--- src/bcf_pkg.sv ---
// bcf_pkg: shared constants, types and the interpolation function of the
// bezier curve flattener. No dependencies.
`timescale 1ns / 1ps

package bcf_pkg;

    localparam int COORD_WIDTH = 16;                 // integer coordinate width
    localparam int FRAC_T      = 16;                 // fraction bits of t
    localparam int QW          = COORD_WIDTH + FRAC_T;
    localparam int OUT_W       = 24;
    localparam int OUT_FRAC    = 8;
    localparam int MAX_STEPS   = 64;
    localparam int STEP_W      = 7;
    localparam int DIV_W       = FRAC_T + 2;         // width of the 2^(FRAC_T+1) dividend
    localparam int CNT_W       = $clog2(DIV_W + 1);
    localparam int APB_DW      = 32;
    localparam int APB_AW      = 3;

    localparam logic [STEP_W-1:0] STEP_RESET = STEP_W'(8);

    // register index, taken from paddr[2]
    localparam logic REG_STEP = 1'b0;

    // segment kinds
    localparam logic [1:0] KIND_LINE  = 2'd0;
    localparam logic [1:0] KIND_QUAD  = 2'd1;
    localparam logic [1:0] KIND_CUBIC = 2'd2;
    localparam logic [1:0] KIND_BAD   = 2'd3;

    typedef logic signed [COORD_WIDTH-1:0] t_crd;
    typedef logic signed [QW-1:0]          t_q16;
    typedef logic [FRAC_T-1:0]             t_frac;

    typedef struct packed {
        logic  vld;
        logic  last;
        t_frac t;
    } t_issue;

    typedef struct packed {
        logic vld;
        logic last;
    } t_pctl;

    // a + (b - a) * t / 2^FRAC_T, rounded half up, product formed exactly
    function automatic t_q16 bcf_lerp(input t_q16 a, input t_q16 b, input t_frac t);
        localparam int PW = QW + FRAC_T + 2;
        logic signed [QW:0]   d;
        logic signed [PW-1:0] p;
        logic signed [PW-1:0] s;
        d = (QW+1)'(b) - (QW+1)'(a);
        p = PW'(d) * PW'($signed({1'b0, t}));
        s = p + (PW'(1) <<< (FRAC_T - 1));
        return a + QW'(s >>> FRAC_T);
    endfunction

endpackage

--- src/bcf_intf.sv ---


interface bcf_smp_if import bcf_pkg::*; ();
    logic                    valid;
    logic                    ready;
    logic signed [OUT_W-1:0] out_x;
    logic signed [OUT_W-1:0] out_y;
    logic signed [OUT_W-1:0] out_z;
    logic                    last_of_run;

    modport source(output valid, out_x, out_y, out_z, last_of_run, input ready);
    modport sink(input valid, out_x, out_y, out_z, last_of_run, output ready);
endinterface

--- src/bcf_merge.sv ---
// bcf_merge: joins the three lanes into one sample, rounds to Q8, saturates,
// and holds the output register. Depends on bcf_pkg and bcf_intf.
`timescale 1ns / 1ps

module bcf_merge import bcf_pkg::*; (
    input  logic         i_clk,
    input  logic         i_rst_n,
    input  t_q16         i_q [3],
    input  t_pctl        i_ctl,
    output logic         o_adv,
    bcf_smp_if.source    o_smp
);

    localparam logic signed [63:0] SAT_HI = 64'sd8388607;
    localparam logic signed [63:0] SAT_LO = -64'sd8388608;

    function automatic logic signed [OUT_W-1:0] to_out(input t_q16 v);
        logic signed [QW:0]   r;
        logic signed [63:0]   q;
        r = (QW+1)'(v) + (QW+1)'(1 << (OUT_FRAC - 1));
        q = 64'(r >>> (FRAC_T - OUT_FRAC));
        if (q > SAT_HI) begin
            q = SAT_HI;
        end else if (q < SAT_LO) begin
            q = SAT_LO;
        end
        return q[OUT_W-1:0];
    endfunction

    logic                    r_vld;
    logic                    r_last;
    logic signed [OUT_W-1:0] r_x;
    logic signed [OUT_W-1:0] r_y;
    logic signed [OUT_W-1:0] r_z;

    assign o_adv = !r_vld || o_smp.ready;

    always_ff @(posedge i_clk) begin
        if (!i_rst_n) begin
            r_vld <= 1'b0;
        end else if (o_adv) begin
            r_vld <= i_ctl.vld;
        end
    end

    always_ff @(posedge i_clk) begin
        if (o_adv) begin
            r_x    <= to_out(i_q[0]);
            r_y    <= to_out(i_q[1]);
            r_z    <= to_out(i_q[2]);
            r_last <= i_ctl.last;
        end
    end

    assign o_smp.valid       = r_vld;
    assign o_smp.out_x       = r_x;
    assign o_smp.out_y       = r_y;
    assign o_smp.out_z       = r_z;
    assign o_smp.last_of_run = r_last;

endmodule

--- src/flat_wrapper.sv ---
// flat-port wrapper written by rule: the top's interface ports become plain ports
module bcf_merge_flat import bcf_pkg::*;
  (i_clk, i_rst_n, i_q, i_ctl, o_adv, o_smp_valid, o_smp_out_x, o_smp_out_y, o_smp_out_z, o_smp_last_of_run, o_smp_ready);
  bcf_smp_if o_smp_i ();
  input  logic i_clk;
  input  logic i_rst_n;
  input  t_q16 i_q[3];
  input  t_pctl i_ctl;
  output logic o_adv;
  output wire logic [$bits(o_smp_i.valid)-1:0] o_smp_valid;
  output wire logic [$bits(o_smp_i.out_x)-1:0] o_smp_out_x;
  output wire logic [$bits(o_smp_i.out_y)-1:0] o_smp_out_y;
  output wire logic [$bits(o_smp_i.out_z)-1:0] o_smp_out_z;
  output wire logic [$bits(o_smp_i.last_of_run)-1:0] o_smp_last_of_run;
  input wire logic [$bits(o_smp_i.ready)-1:0] o_smp_ready;
  assign o_smp_valid = o_smp_i.valid;
  assign o_smp_out_x = o_smp_i.out_x;
  assign o_smp_out_y = o_smp_i.out_y;
  assign o_smp_out_z = o_smp_i.out_z;
  assign o_smp_last_of_run = o_smp_i.last_of_run;
  assign o_smp_i.ready = o_smp_ready;
  bcf_merge u_core (.i_clk(i_clk), .i_rst_n(i_rst_n), .i_q(i_q), .i_ctl(i_ctl), .o_adv(o_adv), .o_smp(o_smp_i));
endmodule
--- config.mk ---
export PLATFORM = sky130hd
export DESIGN_NAME = bcf_merge_flat
export DESIGN_NICKNAME = d
export VERILOG_FILES = /design/src/bcf_pkg.sv /design/src/bcf_intf.sv /design/src/bcf_merge.sv /design/src/flat_wrapper.sv
export SDC_FILE = /design/constraint.sdc
export NUM_CORES = 1
export LEC_CHECK = 0
export BUFFER_PORTS_ARGS = -buffer_cell sky130_fd_sc_hd__buf_2
export CORE_MARGIN = 2
export CORE_UTILIZATION = 53
export CTS_CLUSTER_DIAMETER = 150
export CTS_CLUSTER_SIZE = 20
export DETAILED_ROUTE_END_ITERATION = 8
export GPL_TIMING_DRIVEN = 0
export PLACE_DENSITY = 0.95
export SLEW_MARGIN = 5
export SYNTH_ARGS = -nofsm -noshare
export SYNTH_HDL_FRONTEND = slang
export SYNTH_SLANG_ARGS = --single-unit
--- constraint.sdc ---
create_clock -name i_clk -period 6.1 [get_ports i_clk]
set_input_delay 0.305 -clock i_clk [delete_from_list [all_inputs] [get_ports i_clk]]
set_output_delay 0.305 -clock i_clk [all_outputs]
set_load 0.005 [all_outputs]
==> out/metrics.yaml <==
run_status:
  status: "completed"
route:
  drt_wl_total_um: 11600
  dr.pass1.iters: 5
  vias: 4116
  drc: 0
  via_per_inst: 6.04
  antenna_left: 0
  routedWlPerCell_um: 17.0
  dr.first_iter.drc_count: 212
global_routing:
  overflow: 0
  met3_usage_pct: 3.61
  use_met2_pct: 46.2
  grt_pass1_wl_um: 18200
  grt_pass1_vias: 3871
  grt_max_degree: 76
  use_met1_pct: 32.7
  grt-busiest-layer: "met2"
  grt_antenna_before_repair: 0
  gr-usage-all-layers_pct: 26.4
pwr:
  peakVddDrop_mv: 0.123
  leakagePower_nw: 2.17
  power_density_nw_per_um2: 216
cells_and_area:
  final_common_cell: "buf_2"
  final_cell_mix: "151 x buf_2, 73 x edfxtp_1, 54 x o21ai_0"
  drive_above_1_share_pct: 31.1
  syn_to_final_growth_pct: 25.9
  utilization_pct: 69.5
  diodes: 0
  final_area_um2: 5400
  nNetsFinal: 681
  fillers: 571
  fin_cells: 681
clocking:
  cts.sinks: 74
  cts_tree: "built"
  clk_pin_slew_ns: 0.08
  ctsHtreeMaxLevel: 3
  clock_path_buffers: 2
  clock_latency_ns: 0.34
  cts_hold_buffers: 0
  cts_setup_buffers: 0
  ctsResizeCount: 0
  clockRootBuffer: "clkbuf_8"
  cts_buffers: 9
sta:
  setup_tns_ns: 0
  drv_slew: 0
  fin_ws_ns: 3.92
  fin_skew_ns: 0.0110
  setup_viol: 0
  tightest_slew_ns: 0.663
  rsz0062_at_grt: "false"
  finalHoldViolCount: 0
  fin_crit_ns: 2.18
  fin_crit_sh_pct: 35.8
  clock.fmax_mhz: 458
  relSlewSlack_pct: 55.5
worst_setup_path:
  r2r_end: "u_core.o_smp.out_x[0]$_SDFFCE_PN1P_"
  crit_arrival_ns: 2.25
  cp_cell_sequence: "buf_2 > nand4_4 > nor3_1 > nand4_1 > nor3_2 > clkbuf_2 > o21ai_0"
  cpPeakStageDelay_ns: 0.58
  crit_fanout: 10
  worst_ep_required_time_ns: 6.17
  path_class: "input pin to register"
  critPathLaunchType: "input pin"
  critPathCaptureType: "register"
  crit_slowest_cell: "nor3_1"
  r2r_slack_ns: 4.94
  rr_startpoint: "u_core.o_smp.valid$_SDFFE_PN0P_"
  reg2reg_depth: 2
yosys:
  yosysUniqueCellTypes: 36
  syn_area_um2: 4290
  ys_warn_count: 0
  syn_inst: 413
  async_flop_share_pct: 0
  synthesis.nets: 520
  synth_xor_area_share_pct: 12.1
  synth-compound-area-share_pct: 9.25
  synth_edf_count: 73
  ys.flop_type: "edfxtp_1"
  synth_seq_area_share_pct: 51.6
  synthMuxAreaShare_pct: 0.234
  synth_top_family_by_area: "simple AND/OR/NAND/NOR gates"
  synthAdderAreaFrac_pct: 1.75
  ys_seq_elements: 74
  yosys.area_share.simple_pct: 21.8
  postSynthAreaPerCell_um2: 10.4
die:
  start_util_pct: 55.2
  die_area_um2: 8820
  io_pins: 176
  die_h_um: 93.9
  fp.dieW_um: 93.9
  num_rows: 32
  core_area_um2: 7770
placed_design:
  gp_congestion: 0.911
  dp.cells: 665
  dp_slack_ns: 3.63
  place_area_um2: 5190
  place_hpwl_um: 8770
  portBuffers: 149
run:
  drv_cap: 0
hold_path:
  min_to: "u_core.o_smp.last_of_run$_DFFE_PP_"
  min_from: "i_ctl[0]"
  hold_class: "input pin to register"
  whs_path_depth: 1
## state kept, by name, indices dropped and copies added, names as in the netlist
signal                    cells
u_core.o_smp.valid            1
u_core.o_smp.last_of_run      1
u_core.o_smp.out_z           24
u_core.o_smp.out_x           24
u_core.o_smp.out_y           24
## critical path, delay by kind of cell
| kind | cells | cell delay (ns) |
|---|---|---|
| compound gates | 1 | 0.13 |
| buf+inv | 2 | 0.48 |
| simple gates | 4 | 1.34 |
## cell type report
type                    count  area (µm²)  share of cell area, %
multi-input cells         303        1940                   35.9
clock inverters             5        52.6                  0.973
flip-flops and latches     74        2210                   41.0
repair buffers            150         773                   14.3
inverters                  14        52.6                  0.973
clock buffers              11         151                   2.80
well taps                 102         128                   2.36
plain buffers              22        88.8                   1.65
## routing by layer
| metal | up-vias | part of all wire, % |
|---|---|---|
| li1 | 1863 | - |
| met1 | 1906 | 36 |
| met2 | 315 | 51 |
| met3 | 32 | 11 |
| met4 | 0 | 2.3 |
| met5 | - | 0 |
## metrics by stage
stage	hold slack, ns	power [W]
CTS	0.148	0.00117
global placement	0.484	0.000777
global route	0.144	0.00121
detailed placement	0.499	0.000788
finish	0.157	0.00117
floorplan	0.404	0.000687
## power by group
| group | internal, W | leakage [nW] | switching [W] |
|---|---|---|---|
| Combinational | 0.0000715 | 1.30 | 0.0000939 |
| Sequential | 0.000602 | 0.763 | 0.0000112 |
| Clock | 0.000209 | 0.105 | 0.000180 |
## logic make-up (layout without fill, tap and decap cells)
| group | count (synthesis) | after routing |
|---|---|---|
| AO/OA/AOI/OAI | 74 | 74 |
| AND/OR/NAND/NOR | 163 | 163 |
| adder cells (fa/ha/maj) | 6 | 6 |
| multiplexers | 1 | 1 |
| flip-flops | 74 | 74 |
| XOR/XNOR | 59 | 59 |
| buffers and inverters | 36 | 202 |
## worst max path at each step
| stage | depth (start not counted) | from | slack (ns) | to |
|---|---|---|---|---|
| final | 7 | i_q[43] | 3.92 | u_core.o_smp.out_y[20]$_SDFFCE_PN1P_ |
| after global routing | 7 | i_q[43] | 3.80 | u_core.o_smp.out_y[12]$_SDFFCE_PN1P_ |
| after CTS | 7 | i_q[43] | 3.98 | u_core.o_smp.out_y[12]$_SDFFCE_PN1P_ |
| after detailed placement | 7 | i_q[43] | 3.63 | u_core.o_smp.out_y[20]$_SDFFCE_PN1P_ |
| after global placement | 3 | o_smp_ready | 2.67 | o_adv |
| after floorplan | 2 | o_smp_ready | 3.47 | u_core.o_smp.valid$_SDFFE_PN0P_ |
## Yosys cell counts, types with 3 or more instances
cell	count	share of area, %
clkbuf_1	17	1.5
inv_1	14	1.2
o21ai_1	3	0.35
nand3_1	41	4.8
nor2_1	12	1.1
xor2_1	34	6.9
clkbuf_2	3	0.35
ha_1	6	1.8
nand2_1	28	2.5
o21ai_0	54	6.3
a21oi_1	6	0.70
nand4_1	26	3.8
and4_1	14	2.9
nor3_1	13	1.5
and3_1	16	2.3
o211ai_1	4	0.70
edfxtp_1	73	51
xnor2_1	25	5.1
(Power assumes the default switching activity.)
