**src/bcf_pkg.sv**
```systemverilog
// bcf_pkg: shared constants, types and the interpolation function of the
// bezier curve flattener. No dependencies.
`timescale 1ns / 1ps

package bcf_pkg;

    localparam int COORD_WIDTH = 16;                 // integer coordinate width
    localparam int FRAC_T      = 16;                 // fraction bits of t
    localparam int QW          = COORD_WIDTH + FRAC_T;
    localparam int OUT_W       = 24;
    localparam int OUT_FRAC    = 8;
    localparam int MAX_STEPS   = 64;
    localparam int STEP_W      = 7;
    localparam int DIV_W       = FRAC_T + 2;         // width of the 2^(FRAC_T+1) dividend
    localparam int CNT_W       = $clog2(DIV_W + 1);
    localparam int APB_DW      = 32;
    localparam int APB_AW      = 3;

    localparam logic [STEP_W-1:0] STEP_RESET = STEP_W'(8);

    // register index, taken from paddr[2]
    localparam logic REG_STEP = 1'b0;

    // segment kinds
    localparam logic [1:0] KIND_LINE  = 2'd0;
    localparam logic [1:0] KIND_QUAD  = 2'd1;
    localparam logic [1:0] KIND_CUBIC = 2'd2;
    localparam logic [1:0] KIND_BAD   = 2'd3;

    typedef logic signed [COORD_WIDTH-1:0] t_crd;
    typedef logic signed [QW-1:0]          t_q16;
    typedef logic [FRAC_T-1:0]             t_frac;

    typedef struct packed {
        logic  vld;
        logic  last;
        t_frac t;
    } t_issue;

    typedef struct packed {
        logic vld;
        logic last;
    } t_pctl;

    // a + (b - a) * t / 2^FRAC_T, rounded half up, product formed exactly
    function automatic t_q16 bcf_lerp(input t_q16 a, input t_q16 b, input t_frac t);
        localparam int PW = QW + FRAC_T + 2;
        logic signed [QW:0]   d;
        logic signed [PW-1:0] p;
        logic signed [PW-1:0] s;
        d = (QW+1)'(b) - (QW+1)'(a);
        p = PW'(d) * PW'($signed({1'b0, t}));
        s = p + (PW'(1) <<< (FRAC_T - 1));
        return a + QW'(s >>> FRAC_T);
    endfunction

endpackage

```
**src/bcf_tgen.sv**
```systemverilog
// bcf_tgen: parameter sequencer. Finds 2^17 / (2*steps) with a serial divider
// after reset and step writes, then issues t = i/steps, one sample per cycle while i_adv allows.
// Depends on bcf_pkg.
`timescale 1ns / 1ps

module bcf_tgen import bcf_pkg::*; (
    input  logic              i_clk,
    input  logic              i_rst_n,
    input  logic [STEP_W-1:0] i_step,     // clamped to 1..MAX_STEPS
    input  logic              i_div_go,
    input  logic              i_start,
    input  logic              i_adv,
    output logic              o_idle,
    output t_issue            o_iss
);

    localparam logic [DIV_W-1:0] DIV_N = DIV_W'(1) << (FRAC_T + 1);

    logic [CNT_W-1:0]  r_div_cnt;
    logic [DIV_W-1:0]  r_dq;
    logic [STEP_W:0]   r_drem;
    logic              r_act;
    logic [STEP_W-1:0] r_i;
    logic [STEP_W-1:0] r_steps;
    logic [FRAC_T:0]   r_q;
    logic [STEP_W:0]   r_racc;
    logic              r_t_vld;
    logic              r_t_last;
    t_frac             r_t;

    logic [STEP_W:0]   w_dsor;
    logic [STEP_W+1:0] w_sh;
    logic              w_ge;
    logic              w_load;
    logic              w_last;
    logic [STEP_W:0]   w_d2;
    logic [STEP_W+1:0] w_r2;
    logic              w_wrap;

    assign w_dsor = {i_step, 1'b0};
    assign w_sh   = {r_drem, r_dq[DIV_W-1]};
    assign w_ge   = w_sh >= {1'b0, w_dsor};

    assign w_load = r_act && (!r_t_vld || i_adv);
    assign w_last = r_i == (r_steps - STEP_W'(1));
    assign w_d2   = {r_steps, 1'b0};
    // remainder of the running quotient steps by R and wraps at most once
    assign w_r2   = {1'b0, r_racc} + {1'b0, r_drem};
    assign w_wrap = w_r2 >= {1'b0, w_d2};

    always_ff @(posedge i_clk) begin
        if (!i_rst_n) begin
            r_div_cnt <= CNT_W'(DIV_W);
            r_dq      <= DIV_N;
            r_drem    <= '0;
        end else if (i_div_go) begin
            r_div_cnt <= CNT_W'(DIV_W);
            r_dq      <= DIV_N;
            r_drem    <= '0;
        end else if (r_div_cnt != '0) begin
            r_div_cnt <= r_div_cnt - CNT_W'(1);
            r_dq      <= {r_dq[DIV_W-2:0], w_ge};
            r_drem    <= w_ge ? STEP_W'(w_sh - {1'b0, w_dsor}) + (STEP_W+1)'(0)
                              : w_sh[STEP_W:0];
        end
    end

    always_ff @(posedge i_clk) begin
        if (!i_rst_n) begin
            r_act   <= 1'b0;
            r_t_vld <= 1'b0;
        end else begin
            if (i_start) begin
                r_act <= 1'b1;
            end else if (w_load && w_last) begin
                r_act <= 1'b0;
            end
            if (w_load) begin
                r_t_vld <= 1'b1;
            end else if (i_adv) begin
                r_t_vld <= 1'b0;
            end
        end
    end

    always_ff @(posedge i_clk) begin
        if (i_start) begin
            r_i     <= '0;
            r_q     <= '0;
            r_racc  <= {1'b0, i_step};
            r_steps <= i_step;
        end else if (w_load) begin
            r_i    <= r_i + STEP_W'(1);
            r_q    <= r_q + r_dq[FRAC_T:0] + (FRAC_T+1)'(w_wrap);
            r_racc <= w_wrap ? (STEP_W+1)'(w_r2 - {1'b0, w_d2}) : w_r2[STEP_W:0];
        end
        if (w_load) begin
            r_t      <= r_q[FRAC_T-1:0];
            r_t_last <= w_last;
        end
    end

    assign o_idle = (r_div_cnt == '0) && !r_act && !r_t_vld;
    assign o_iss  = '{vld: r_t_vld, last: r_t_last, t: r_t};

`ifndef SYNTH
    a_idx_range: assert property (@(posedge i_clk) disable iff (!i_rst_n)
        r_act |-> (r_i < r_steps))
        else $error("sample index past step count");

    a_rem_range: assert property (@(posedge i_clk) disable iff (!i_rst_n)
        r_act |-> (r_racc < w_d2))
        else $error("t remainder out of range");

    a_run_start: assert property (@(posedge i_clk) disable iff (!i_rst_n)
        (i_start && o_idle) |=> (r_act && (r_i == '0) && (r_q == '0)))
        else $error("run did not start at t zero");
`endif

endmodule

```
**config.mk**
```make
export PLATFORM = sky130hd
export DESIGN_NAME = bcf_tgen
export DESIGN_NICKNAME = d
export VERILOG_FILES = /design/src/bcf_pkg.sv /design/src/bcf_tgen.sv
export SDC_FILE = /design/constraint.sdc
export NUM_CORES = 1
export LEC_CHECK = 0
export ABC_AREA = 1
export BUFFER_PORTS_ARGS = -buffer_cell sky130_fd_sc_hd__buf_2
export CORE_AREA = 2 2 114 88
export DETAILED_ROUTE_END_ITERATION = 12
export DIE_AREA = 0 0 116 90
export PLACE_DENSITY = 0.73
export SLEW_MARGIN = 20
export SYNTH_ARGS = -nofsm -noshare
export SYNTH_HDL_FRONTEND = slang
export SYNTH_SLANG_ARGS = --single-unit
```
**constraint.sdc**
```tcl
create_clock -name i_clk -period 6.35 [get_ports i_clk]
set_input_delay 1.5875 -clock i_clk [delete_from_list [all_inputs] [get_ports i_clk]]
set_output_delay 1.5875 -clock i_clk [all_outputs]
set_load 0.01 [all_outputs]
```
==> flow_metrics.tcl <==
set metrics [dict create \
    p_per_area_nw_per_um2 246 \
    crit_family "simple AND/OR/NAND/NOR gates" \
    ctsHtreeMaxLevel 3 \
    cp_cell_sequence "ha_1 > a21oi_1 > nand2_1 > a21oi_1 > inv_1 > nand2_1 > nand2_1 > ha_1 > nand2_1 > inv_1 > nand3_1 > o21ai_2 > nor2_4 > nand2_4 > fa_1 > nand2_1 > nand3_1 > nand3_1 > nand2_2 > a21oi_1 > xor2_1 > a21oi_1" \
    fp.dieW_um 116 \
    avgSynthCellArea_sq_um 7.85 \
    yosys.area.top_type_share 0.224 \
    syn-num-nets 705 \
    utilization 0.598 \
    syn_to_final_growth_pct 9.99 \
    num_io_pins 31 \
    grt_start_max_net_pins 24 \
    die_y_um 90 \
    hold_path_class "reg2reg" \
    status "finished, final reports clean" \
    ys_seq_area_frac 0.406 \
    drc 0 \
    dieArea_sq_um 10400 \
    cap_violations 0 \
    slew_headroom 0.439 \
    holdBufCountCts 0 \
    fmax_ghz 0.255 \
    synth_top_area_cell "dfxtp_1" \
    place.port_buffers 30 \
    antenna_found_initial 0 \
    ant_nets 0 \
    numClockSinks 88 \
    grt_setup_unrepaired "false" \
    dpl_cell_area_sq_um 5330 \
    wire_per_inst_um 15.2 \
    cp.required_ns 6.56 \
    leakagePower_nw 2.69 \
    vias 4396 \
    insertedDiodeCount 0 \
    worst-path-max-fanout 9 \
    finalHoldViolCount 0 \
    cts_buffers 9 \
    grt_pass1_vias 3975 \
    grt_usage 0.252 \
    synth_cell_types 42 \
    cpMostUsedCell "nand2_1" \
    worstPathArrival_ns 4.13 \
    routed_wl_um 12400 \
    synth_area_sq_um 5100 \
    core-area_sq_um 9390 \
    layout_commonest_cell "nand2_1" \
    synthTopCellsByArea "dfxtp_1, edfxtp_1, nand2_1, ha_1, inv_1" \
    cp_slowest_stage_delay_ns 0.39 \
    firstDrtPassIters 5 \
    fill_cells 873 \
    drive_gt1_frac 0.0936 \
    ys_ff_latch 88 \
    globalplace.congestion 0.934 \
    syn_inst 650 \
    tightest_slew_ns 0.838 \
    clkTransAtPathRegs_ns 0.07 \
    busiest_layer "met1" \
    start_util 0.543 \
    critPathKind "reg2reg" \
    finalClockSkew_ns 0.0142 \
    vdd_ir_drop_max_v 0.000210 \
    min_path_cells 1 \
    setup_tns_ns 0 \
    power.total_w 0.00138 \
    ctsRootBufferMaster "clkbuf_16" \
    yosysWarningCount 0 \
    cts_buffer_depth 2 \
    layout.nets 734 \
    startpoint_type "register" \
    cp_slowest_cell "edfxtp_1" \
    setup-violations-final 0 \
    grtUsageMet2 0.344 \
    avgViaCountPerCell 5.39 \
    dp_hpwl_um 9710 \
    finalMaxSlewViolations 0 \
    use_met3 0.0472 \
    grt_overflow 0 \
    drt_iter0_drc 347 \
    critical_path_buf_inv_count 2 \
    fin_crit_sh 0.617 \
    design_area_sq_um 5610 \
    met1_usage 0.405 \
    critPathCaptureType "register" \
    grt_pass1_wl_um 20100 \
    final_cell_mix "nand2_1, inv_1, dfxtp_1, nor2_1" \
    insertion_delay_ns 0.35 \
    cp_num_cells 22 \
    cts_tree "done" \
    cts_resized 0 \
    rr_worst_depth 22 \
    cts_setup_buffers 0 \
    num_rows 31 \
    min_period_ns 3.92 \
]
-- cells in the mapped netlist --
cell type and n:
a22o_1 1, o21a_1 1, nand2_4 1, fa_1 4, nor2_2 1, nand3_1 39, inv_1 102, xor2_1 12
nand4_1 10, o21ai_1 10, nor4_2 1, nor2_4 1, o22ai_1 16, buf_4 3, dfxtp_1 57, edfxtp_1 31
or2_1 1, a31oi_1 2, nor4_1 1, a21oi_1 37, a21oi_2 2, a32o_1 2, nand3b_1 1, ha_1 39
o211ai_2 1, nor2_1 41, nand2_2 4, nor3_1 10, nand2_1 155, buf_2 6, o21ai_0 31, or2_2 3
nor3b_1 1, nand3_2 1, and3_1 1, o21ai_2 3, a21o_1 6, buf_6 3, o21bai_1 1, a22oi_1 2
o211ai_1 2, xnor2_1 4
-- worst paths after layout --
path / start / endpoint / slack (ns)
max: r_racc[2] / r_q[9] / 2.43
max reg2reg: r_racc[2] / r_q[9] / 2.43
min: r_div_cnt[0] / r_div_cnt[0] / 0.45
min reg2reg: r_div_cnt[0] / r_div_cnt[0] / 0.45
-- sequential cells by signal, summed over array words and instances, names as in the netlist --
signal     cells
r_steps        7
r_q           16
r_drem         8
r_t           16
r_act          1
r_t_vld        1
r_racc         8
r_div_cnt      5
r_i            7
r_dq          18
r_t_last       1
-- report_power, final --
part	switching, W	internal (W)	leakage, nW
clock network	0.000236	0.000268	0.129
registers	0.0000160	0.000615	0.768
logic	0.000159	0.0000864	1.79
total	0.000411	0.000970	2.69
-- layout make-up --
class | instances | area (sq um) | share of cell area
Multi-Input combinational cell | 448 | 2560 | 0.456
Sequential cell | 88 | 2070 | 0.369
Inverter | 102 | 383 | 0.0683
Clock buffer | 9 | 225 | 0.0402
Tap cell | 132 | 165 | 0.0294
Timing Repair Buffer | 30 | 150 | 0.0268
Clock inverter | 7 | 55.1 | 0.00981
-- metal layers --
metal,vias to the layer above,share of wire
li1,2220,-
met4,0,0.011
met1,2024,0.52
met5,-,0
met3,14,0.066
met2,138,0.40
-- stage by stage --
stage	std cells	hold WS (ns)	worst slack [ns]
after floorplan	650	0.429	2.90
after global placement	800	0.441	2.58
after detailed placement	800	0.449	2.48
after CTS	816	0.457	2.53
after global routing	816	0.495	2.09
final	816	0.455	2.43
-- worst reg2reg max path, cell delays in order, from the launching register on --
cell and delay, ns:
edfxtp_1 0.39, ha_1 0.36, a21oi_1 0.19, nand2_1 0.13
a21oi_1 0.20, inv_1 0.07, nand2_1 0.06, nand2_1 0.10
ha_1 0.35, nand2_1 0.09, inv_1 0.06, nand3_1 0.10
o21ai_2 0.09, nor2_4 0.17, nand2_4 0.11, fa_1 0.39
nand2_1 0.12, nand3_1 0.13, nand3_1 0.12, nand2_2 0.09
a21oi_1 0.17, xor2_1 0.21, a21oi_1 0.08
-- kinds of logic (layout without fill, tap and decap cells) --
family / Yosys count / count (layout) / share of synthesized area
AND/OR/NAND/NOR: 272 / 272 / 0.230
buffers and inverters: 114 / 148 / 0.0920
adder cells (fa/ha/maj): 43 / 43 / 0.111
XOR/XNOR: 16 / 16 / 0.0275
AO/OA/AOI/OAI: 117 / 117 / 0.133
flip-flops: 88 / 88 / 0.406
(Power assumes the default switching activity.)
